File: config.mk
export PLATFORM = sky130hd
export DESIGN_NAME = task_state_history_table_flat
export DESIGN_NICKNAME = d
export VERILOG_FILES = /design/src/rtl/tsht_pkg.sv /design/src/rtl/tsht_req_if.sv /design/src/rtl/tsht_rsp_if.sv /design/src/rtl/task_state_history_table.sv /design/src/rtl/tsht_ram.sv /design/src/flat_wrapper.sv
export SDC_FILE = /design/constraint.sdc
export NUM_CORES = 2
export LEC_CHECK = 0
export BUFFER_PORTS_ARGS = -buffer_cell sky130_fd_sc_hd__buf_2
export CORE_MARGIN = 8
export CORE_UTILIZATION = 50
export CTS_CLUSTER_SIZE = 24
export DETAILED_ROUTE_END_ITERATION = 16
export PLACE_DENSITY_LB_ADDON = 0.2
export SETUP_SLACK_MARGIN = 0.2
export SLEW_MARGIN = 20
export SYNTH_ARGS = -nofsm -noshare
export SYNTH_HDL_FRONTEND = slang
export SYNTH_SLANG_ARGS = --single-unit
File: constraint.sdc
create_clock -name clk -period 18.5 [get_ports clk]
set_input_delay 1.85 -clock clk [delete_from_list [all_inputs] [get_ports clk]]
set_output_delay 1.85 -clock clk [all_outputs]
set_load 0.05 [all_outputs]
File: src/rtl/tsht_pkg.sv
// ----------------------------------------------------------------------------
// tsht_pkg
// Types and constants shared by the task state history table files.
// ----------------------------------------------------------------------------
package tsht_pkg;

  localparam int ID_W    = 32;
  localparam int STATE_W = 3;
  localparam int COUNT_W = 32;

  // Operation codes carried in the opcode field of a request beat.
  localparam logic OP_UPDATE = 1'b0;
  localparam logic OP_QUERY  = 1'b1;

  // Task state codes that carry a meaning of their own.
  localparam logic [STATE_W-1:0] ST_NONE      = 3'd0;
  localparam logic [STATE_W-1:0] ST_RUNNING   = 3'd1;
  localparam logic [STATE_W-1:0] ST_SUCCEEDED = 3'd2;

  // One stored table entry.
  typedef struct packed {
    logic [ID_W-1:0]    id;
    logic [STATE_W-1:0] state;
  } entry_t;

endpackage

File: src/rtl/tsht_req_if.sv
// ----------------------------------------------------------------------------
// tsht_req_if
// Request channel: one beat is an update or a query for one task id.
// ----------------------------------------------------------------------------
interface tsht_req_if;
  import tsht_pkg::*;

  logic               valid;
  logic               ready;
  logic               opcode;
  logic [ID_W-1:0]    task_id;
  logic [STATE_W-1:0] task_state;

  modport source (output valid, opcode, task_id, task_state, input ready);
  modport sink   (input valid, opcode, task_id, task_state, output ready);

endinterface

File: src/rtl/tsht_rsp_if.sv
// ----------------------------------------------------------------------------
// tsht_rsp_if
// Response channel: one beat per request, with state, hit flag and counters.
// ----------------------------------------------------------------------------
interface tsht_rsp_if;
  import tsht_pkg::*;

  logic               valid;
  logic               ready;
  logic [STATE_W-1:0] state_out;
  logic               found;
  logic [COUNT_W-1:0] executed_count;
  logic [COUNT_W-1:0] succeeded_count;

  modport source (output valid, state_out, found, executed_count, succeeded_count,
                  input ready);
  modport sink   (input valid, state_out, found, executed_count, succeeded_count,
                  output ready);

endinterface

File: src/rtl/task_state_history_table.sv
// Requests: a beat is taken only in the idle state, so a new request waits until the last
// one has reached the output register, which holds while the receiver is not ready. The
// linear id search does one memory read per stored entry; a hit ends it early, and an
// empty table skips it.
// Reset (rst, synchronous): the table is empty, both counters are zero and no
// response is pending. The memory itself is not cleared; the fill count masks it.
// ----------------------------------------------------------------------------
// task_state_history_table
// Bounded table of task ids and states with oldest-first eviction, plus
// running and succeeded counters. Each request is an update or a query.
// ----------------------------------------------------------------------------
module task_state_history_table #(
  parameter int HISTORY_DEPTH = 64
) (
  input logic        clk,
  input logic        rst,
  tsht_req_if.sink   req,
  tsht_rsp_if.source rsp
);
  import tsht_pkg::*;

  // Slot address width, and a fill count width that can hold the depth itself.
  localparam int AW = (HISTORY_DEPTH > 1) ? $clog2(HISTORY_DEPTH) : 1;
  localparam int CW = $clog2(HISTORY_DEPTH + 1);

  typedef enum logic [1:0] {
    S_IDLE,
    S_SCAN,
    S_RESOLVE,
    S_EMIT
  } fsm_t;

  fsm_t fsm;

  // Table bookkeeping. The oldest slot only moves once the table is full, so
  // until then the valid entries are exactly slots 0 .. entries_used-1, and
  // once full every slot is valid. A scan over 0 .. entries_used-1 therefore
  // touches valid entries only, and no per-entry valid bit is needed.
  logic [CW-1:0]      entries_used;
  logic [AW-1:0]      oldest_slot;
  logic [COUNT_W-1:0] executed_total;
  logic [COUNT_W-1:0] succeeded_total;

  // The request being worked on.
  logic               cur_op;
  logic [ID_W-1:0]    cur_id;
  logic [STATE_W-1:0] cur_state;

  // Search pipeline: a read is issued at scan_addr each cycle and its data is
  // compared in the cycle after, tagged by pend_addr.
  logic [AW-1:0]      scan_addr;
  logic               issue;
  logic               pend;
  logic [AW-1:0]      pend_addr;
  logic               hit;
  logic [AW-1:0]      hit_slot;
  logic [STATE_W-1:0] hit_state;

  // Result of the finished step, waiting for the output register.
  logic [STATE_W-1:0] res_state;
  logic               res_found;

  // Output register.
  logic               rsp_valid;
  logic [STATE_W-1:0] rsp_state;
  logic               rsp_found;
  logic [COUNT_W-1:0] rsp_executed;
  logic [COUNT_W-1:0] rsp_succeeded;

  // Memory ports.
  logic          ram_wr_en;
  logic [AW-1:0] ram_wr_addr;
  entry_t        ram_wr_data;
  logic          ram_rd_en;
  entry_t        ram_rd_data;

  logic match;
  logic last_issue;
  logic table_full;

  tsht_ram #(
    .DEPTH (HISTORY_DEPTH),
    .AW    (AW)
  ) u_ram (
    .clk     (clk),
    .wr_en   (ram_wr_en),
    .wr_addr (ram_wr_addr),
    .wr_data (ram_wr_data),
    .rd_en   (ram_rd_en),
    .rd_addr (scan_addr),
    .rd_data (ram_rd_data)
  );

  assign match      = pend && (ram_rd_data.id == cur_id);
  assign last_issue = ((CW'(scan_addr) + CW'(1)) == entries_used);
  assign table_full = (entries_used == CW'(HISTORY_DEPTH));

  assign ram_rd_en = (fsm == S_SCAN) && issue;

  // An update writes back to the slot where the id was found. A new id goes
  // to the oldest slot when the table is full, evicting that entry, and
  // otherwise to the next free slot, which is entries_used because the
  // oldest slot is still zero.
  always_comb begin
    if (hit) begin
      ram_wr_addr = hit_slot;
    end else if (table_full) begin
      ram_wr_addr = oldest_slot;
    end else begin
      ram_wr_addr = entries_used[AW-1:0];
    end
  end

  assign ram_wr_en         = (fsm == S_RESOLVE) && (cur_op == OP_UPDATE);
  assign ram_wr_data.id    = cur_id;
  assign ram_wr_data.state = cur_state;

  assign req.ready           = (fsm == S_IDLE);
  assign rsp.valid           = rsp_valid;
  assign rsp.state_out       = rsp_state;
  assign rsp.found           = rsp_found;
  assign rsp.executed_count  = rsp_executed;
  assign rsp.succeeded_count = rsp_succeeded;

  always_ff @(posedge clk) begin
    if (rst) begin
      fsm             <= S_IDLE;
      entries_used    <= '0;
      oldest_slot     <= '0;
      executed_total  <= '0;
      succeeded_total <= '0;
      issue           <= 1'b0;
      pend            <= 1'b0;
      hit             <= 1'b0;
      rsp_valid       <= 1'b0;
    end else begin
      // The output register is loaded when the finished step may move in,
      // and freed by a taken response beat otherwise.
      if ((fsm == S_EMIT) && (!rsp_valid || rsp.ready)) begin
        rsp_valid <= 1'b1;
      end else if (rsp_valid && rsp.ready) begin
        rsp_valid <= 1'b0;
      end

      case (fsm)
        S_IDLE: begin
          if (req.valid) begin
            cur_op    <= req.opcode;
            cur_id    <= req.task_id;
            cur_state <= req.task_state;
            scan_addr <= '0;
            hit       <= 1'b0;
            pend      <= 1'b0;
            // An empty table needs no search at all.
            if (entries_used == '0) begin
              issue <= 1'b0;
              fsm   <= S_RESOLVE;
            end else begin
              issue <= 1'b1;
              fsm   <= S_SCAN;
            end
          end
        end

        S_SCAN: begin
          if (match) begin
            // Ids are unique in the table, so the first hit is the only one.
            hit       <= 1'b1;
            hit_slot  <= pend_addr;
            hit_state <= ram_rd_data.state;
            issue     <= 1'b0;
            pend      <= 1'b0;
            fsm       <= S_RESOLVE;
          end else begin
            if (issue) begin
              pend      <= 1'b1;
              pend_addr <= scan_addr;
              if (last_issue) begin
                issue <= 1'b0;
              end else begin
                scan_addr <= scan_addr + AW'(1);
              end
            end else begin
              pend <= 1'b0;
            end
            if (pend && !issue) begin
              // The last stored entry has been compared without a hit.
              fsm <= S_RESOLVE;
            end
          end
        end

        S_RESOLVE: begin
          if (cur_op == OP_UPDATE) begin
            if (!hit) begin
              if (table_full) begin
                if (oldest_slot == AW'(HISTORY_DEPTH - 1)) begin
                  oldest_slot <= '0;
                end else begin
                  oldest_slot <= oldest_slot + AW'(1);
                end
              end else begin
                entries_used <= entries_used + CW'(1);
              end
            end
            if (cur_state == ST_RUNNING) begin
              executed_total <= executed_total + COUNT_W'(1);
            end else if (cur_state == ST_SUCCEEDED) begin
              succeeded_total <= succeeded_total + COUNT_W'(1);
            end
            res_state <= cur_state;
          end else begin
            res_state <= hit ? hit_state : ST_NONE;
          end
          res_found <= hit;
          fsm       <= S_EMIT;
        end

        S_EMIT: begin
          if (!rsp_valid || rsp.ready) begin
            rsp_state     <= res_state;
            rsp_found     <= res_found;
            rsp_executed  <= executed_total;
            rsp_succeeded <= succeeded_total;
            fsm           <= S_IDLE;
          end
        end

        default: begin
          fsm <= S_IDLE;
        end
      endcase
    end
  end

`ifndef SYNTH
  // The fill count never passes the depth.
  a_used_bound: assert property (@(posedge clk) disable iff (rst)
    entries_used <= CW'(HISTORY_DEPTH))
    else $error("fill count exceeds table depth");

  // Eviction only starts once the table is full.
  a_oldest_full: assert property (@(posedge clk) disable iff (rst)
    (oldest_slot != '0) |-> table_full)
    else $error("oldest slot moved before table was full");

  // The fill count grows by one at most, and never shrinks.
  a_used_step: assert property (@(posedge clk) disable iff (rst)
    (!$past(rst) && (entries_used != $past(entries_used)))
      |-> (entries_used == $past(entries_used) + CW'(1)))
    else $error("fill count changed by other than one");

  // Each step bumps at most one of the two counters.
  a_one_counter: assert property (@(posedge clk) disable iff (rst)
    !$past(rst) |-> ($stable(executed_total) || $stable(succeeded_total)))
    else $error("both counters changed in one cycle");
`endif

endmodule

File: src/rtl/tsht_ram.sv
// ----------------------------------------------------------------------------
// tsht_ram
// Single-port-write, single-port-read entry memory with registered read data.
// ----------------------------------------------------------------------------
module tsht_ram #(
  parameter int DEPTH = 64,
  parameter int AW    = 6
) (
  input  logic             clk,
  input  logic             wr_en,
  input  logic [AW-1:0]    wr_addr,
  input  tsht_pkg::entry_t wr_data,
  input  logic             rd_en,
  input  logic [AW-1:0]    rd_addr,
  output tsht_pkg::entry_t rd_data
);
  import tsht_pkg::*;

  entry_t mem [DEPTH];

  always_ff @(posedge clk) begin
    if (wr_en) begin
      mem[wr_addr] <= wr_data;
    end
  end

  always_ff @(posedge clk) begin
    if (rd_en) begin
      rd_data <= mem[rd_addr];
    end
  end

endmodule

File: src/flat_wrapper.sv
// flat-port wrapper written by rule: the top's interface ports become plain ports
module task_state_history_table_flat import tsht_pkg::*;
#(
  parameter int HISTORY_DEPTH = 64
)
  (clk, rst, req_valid, req_opcode, req_task_id, req_task_state, req_ready, rsp_valid, rsp_state_out, rsp_found, rsp_executed_count, rsp_succeeded_count, rsp_ready);
  tsht_req_if req_i ();
  tsht_rsp_if rsp_i ();
  input logic clk;
  input logic rst;
  input wire logic [$bits(req_i.valid)-1:0] req_valid;
  input wire logic [$bits(req_i.opcode)-1:0] req_opcode;
  input wire logic [$bits(req_i.task_id)-1:0] req_task_id;
  input wire logic [$bits(req_i.task_state)-1:0] req_task_state;
  output wire logic [$bits(req_i.ready)-1:0] req_ready;
  output wire logic [$bits(rsp_i.valid)-1:0] rsp_valid;
  output wire logic [$bits(rsp_i.state_out)-1:0] rsp_state_out;
  output wire logic [$bits(rsp_i.found)-1:0] rsp_found;
  output wire logic [$bits(rsp_i.executed_count)-1:0] rsp_executed_count;
  output wire logic [$bits(rsp_i.succeeded_count)-1:0] rsp_succeeded_count;
  input wire logic [$bits(rsp_i.ready)-1:0] rsp_ready;
  assign req_i.valid = req_valid;
  assign req_i.opcode = req_opcode;
  assign req_i.task_id = req_task_id;
  assign req_i.task_state = req_task_state;
  assign req_ready = req_i.ready;
  assign rsp_valid = rsp_i.valid;
  assign rsp_state_out = rsp_i.state_out;
  assign rsp_found = rsp_i.found;
  assign rsp_executed_count = rsp_i.executed_count;
  assign rsp_succeeded_count = rsp_i.succeeded_count;
  assign rsp_i.ready = rsp_ready;
  task_state_history_table #(.HISTORY_DEPTH(HISTORY_DEPTH)) u_core (.clk(clk), .rst(rst), .req(req_i), .rsp(rsp_i));
endmodule
==> impl_results.rst <==
.. list-table::
   :header-rows: 1

   * - Metric
     - Value
   * - Slew @ Worst Pin
     - 1.16 ns
   * - Max_slew headroom
     - 0.228
   * - Residual DRC count
     - 0
   * - Crit path top cell by count
     - buf_4
   * - Final wirelength
     - 240000 µm
   * - Period Utilization, post-route
     - 0.296
   * - Slowest cell on the critical path
     - buf_4
   * - Global router's overall resource usage
     - 0.232
   * - FFs w/ async S/R, synth
     - 0
   * - Max Clock Freq
     - 0.182 GHz
   * - Critical path depth
     - 8
   * - Final core utilization
     - 0.571
   * - Cells after Synth
     - 4100
   * - Synthesized area
     - 94500 µm²
   * - Number of rows created at floorplan
     - 159
   * - Top cells by area, synth
     - edfxtp_1 (76%), mux4_2 (16%), dfxtp_1 (1.8%)
   * - Top-level I/O count
     - 110
   * - Cts repair resizes
     - 0
   * - Count of cells along the worst register-to-register path
     - 8
   * - Reg2Reg Capture Point
     - u_core.u_ram.rd_data[6]$_DFFE_PP_
   * - Number of pins with negative max-slew slack in the final report
     - 0
   * - TritonCTS clock tree
     - built
   * - Proportion of layout cells with a drive suffix above 1
     - 0.295
   * - Crit Path Max Fanout
     - 108
   * - Largest net degree at the start of global routing
     - 109
   * - Number of max-cap violations
     - 0
   * - Most common library cells after synthesis
     - edfxtp_1 (2404), mux4_2 (683), nor2_1 (186)
   * - Final setup violation count
     - 0
   * - Crit start category
     - flop
   * - Final critical delay including setup and external delays
     - 5.48 ns
   * - Y dimension of the die
     - 451 µm
   * - Number of antenna violations at the first check in global routing
     - 7
   * - Worst setup slack for register-to-register paths
     - 13.02 ns
   * - Via count of the first global-routing pass
     - 44500
   * - Most instantiated flip-flop cell in the synthesis netlist
     - edfxtp_1
   * - Cell accounting for the most synthesized area
     - edfxtp_1
   * - Via-per-instance ratio
     - 6.35
   * - Syn Nets
     - 4150
   * - Setup Buffers After CTS
     - 0
   * - GRT Residual Overflow
     - 0
   * - Worst r2r src
     - u_core.scan_addr[0]$_SDFFCE_PN0P_
   * - DIE WIDTH
     - 451 µm
   * - Buffer type at the clock tree root
     - clkbuf_16
   * - Count of buffering cells on the critical path with inverters included
     - 4
   * - Type of the setup path with the least slack
     - flop to flop
   * - Skew final
     - 0.0409 ns
   * - CP top delay family
     - buffers and inverters
   * - Routed length per instance
     - 33.7 µm
   * - Residual antenna-violating net count after detailed routing
     - 0
   * - Hpwl dp
     - 120000 µm
   * - Count of nets after finishing
     - 4477
   * - Clock Pin Slew Worst Setup and Hold Paths
     - 0.06 ns
   * - Number of enable flip-flop cells after synthesis
     - 2404
   * - 1st-pass router iterations
     - 5
   * - Iter 0 DRT Violations
     - 5908
   * - Cells along the critical path
     - buf_4 -> buf_12 -> buf_4 -> buf_4 -> mux4_2 -> mux4_2 -> o22ai_1 -> nor2_1
   * - Number of H-tree levels
     - 5
   * - Final Hold Fails
     - 0
   * - Distinct cell type count of the synthesized netlist
     - 61
   * - First-pass GRT wire length
     - 337000 µm
   * - Mean instance size in the synthesized netlist
     - 23.0 µm²
   * - Data arrival time of the worst path
     - 6.10 ns
   * - Yosys reg bits
     - 2487
   * - Die outline area
     - 203000 µm²
   * - Peak supply drop
     - 73.0 µV
   * - Number of sinks on the clock net
     - 2487
   * - Termination of the worst setup path
     - u_core.u_ram.rd_data[6]$_DFFE_PP_
   * - Setup TNS after final layout
     - 0 ns
   * - Worst endpoint required time
     - 19.12 ns
   * - Area overhead of the layout relative to synthesis
     - 13.4%
   * - Leak
     - 33.2 nW
   * - Port bufs
     - 109
   * - # hold bufs at CTS
     - 0
   * - CTS Buf Count
     - 274
   * - Seq/Total Area, Yosys
     - 0.782
   * - Unrepaired setup endpoints after global routing
     - false
   * - Power density over cell area
     - 122 nW/µm²
   * - Hold WC Path Type
     - flop to flop
   * - Overall via count from detail_route
     - 45100
   * - Total core area
     - 188000 µm²
   * - Placer congestion estimate
     - 0.805
   * - Number of warnings printed during yosys synthesis
     - 0
   * - Share of the synthesized area in the top cell type
     - 0.764
   * - Initial cell density of the core
     - 0.503
   * - Worst setup path startpoint
     - u_core.scan_addr[0]$_SDFFCE_PN0P_
   * - Outcome
     - finished clean
   * - Worst skew pair latency
     - 0.91 ns
   * - Worst setup EP type
     - flop
   * - Dominant cell by count in the synthesized netlist
     - edfxtp_1
   * - Largest stage delay on the critical path
     - 0.90 ns
   * - Longest Clk Path Bufs
     - 4
[metal layers]
layer	wire, µm	vias up	track usage	share of wire
li1	-	18000	-	-
met1	97800	24500	0.338	0.41
met2	115000	2262	0.369	0.48
met3	20600	395	0.0424	0.086
met4	6220	0	0.0610	0.026
met5	0	-	0	0
[worst min-delay path by stage]
stage,startpoint,to,slack (ns),depth (start not counted)
5_1_grt,u_core.pend_addr[0]$_DFFE_PP_,u_core.hit_slot[0]$_DFFE_PP_,0.43,0
6_report,u_core.res_state[0]$_DFFE_PP_,u_core.rsp.state_out[0]$_DFFE_PP_,0.42,0
2_1_floorplan,u_core.pend_addr[0]$_DFFE_PP_,u_core.hit_slot[0]$_DFFE_PP_,0.40,0
3_3_place_gp,u_core.res_state[1]$_DFFE_PP_,u_core.rsp.state_out[1]$_DFFE_PP_,0.40,0
3_5_place_dp,u_core.pend_addr[2]$_DFFE_PP_,u_core.hit_slot[2]$_DFFE_PP_,0.41,0
4_1_cts,u_core.pend_addr[2]$_DFFE_PP_,u_core.hit_slot[2]$_DFFE_PP_,0.42,0
[report_power, final]
group	switching, mW	total (mW)	internal [mW]
clock network	2.09	5.11	3.02
registers	0.0192	6.35	6.33
logic	0.911	1.56	0.650
total	3.02	13.0	10.0
[per-stage QoR]
stage / worst slack [ns] / area, µm² / instances / power, mW / hold slack, ns
floorplan: 10.69 / 94500 / 4100 / 7.56 / 0.400
global placement: 12.82 / 98900 / 6646 / 8.03 / 0.402
detailed placement: 12.84 / 98900 / 6646 / 8.04 / 0.405
CTS: 12.82 / 107000 / 7106 / 13.1 / 0.421
global route: 12.51 / 107000 / 7106 / 13.4 / 0.425
finish: 13.02 / 107000 / 7107 / 13.0 / 0.420
[layout by cell type (no fill, tap or decap), drive strengths merged, types with 14 or more instances in the layout]
master  netlist  routed
a21oi        32      32
a22oi        14      14
buf          93     249
bufinv        0      17
clkbuf      105     348
clkinv        2      89
dfxtp        83      83
edfxtp     2404    2404
inv          24      28
mux2i        29      29
mux4        683     683
nand2        67      67
nand3        36      36
nand4        23      23
nor2        186     186
o21ai        24      24
o22ai        56      56
or3          14      14
xnor2        45      45
xor2         55      55
[cells by family after synthesis]
group                    after synthesis  share of synthesized area
AND/OR/NAND/NOR                      405                     0.0207
AO/OA/AOI/OAI                        162                     0.0109
buffers and inverters                224                     0.0101
multiplexers                         712                      0.166
XOR/XNOR                             100                    0.00927
flip-flops                          2487                      0.782
adder cells (fa/ha/maj)               10                    0.00132
[registers in the layout, summed over array words and instances, names as in the netlist, 6 cells and up]
| signal | cells |
|---|---|
| u_core.hit_slot | 6 |
| u_core.u_ram.rd_data | 35 |
| u_core.entries_used | 7 |
| u_core.pend_addr | 6 |
| u_core.succeeded_total | 32 |
| u_core.rsp.executed_count | 32 |
| u_core.executed_total | 32 |
| u_core.cur_id | 32 |
| u_core.oldest_slot | 6 |
| u_core.rsp.succeeded_count | 32 |
| u_core.scan_addr | 6 |
| u_core.u_ram.mem | 2240 |
[area by class of cell]
cell class | instances | area, µm²
multi-input combinational | 1389 | 20200
antenna | 1 | 2.50
timing repair buffer | 249 | 1630
fill | 13600 | 80700
tap | 2495 | 3120
sequential | 2487 | 73900
clock buffer | 348 | 7330
inverter | 26 | 108
clock inverter | 112 | 940
No activity file was read; power rests on OpenSTA's default activity.
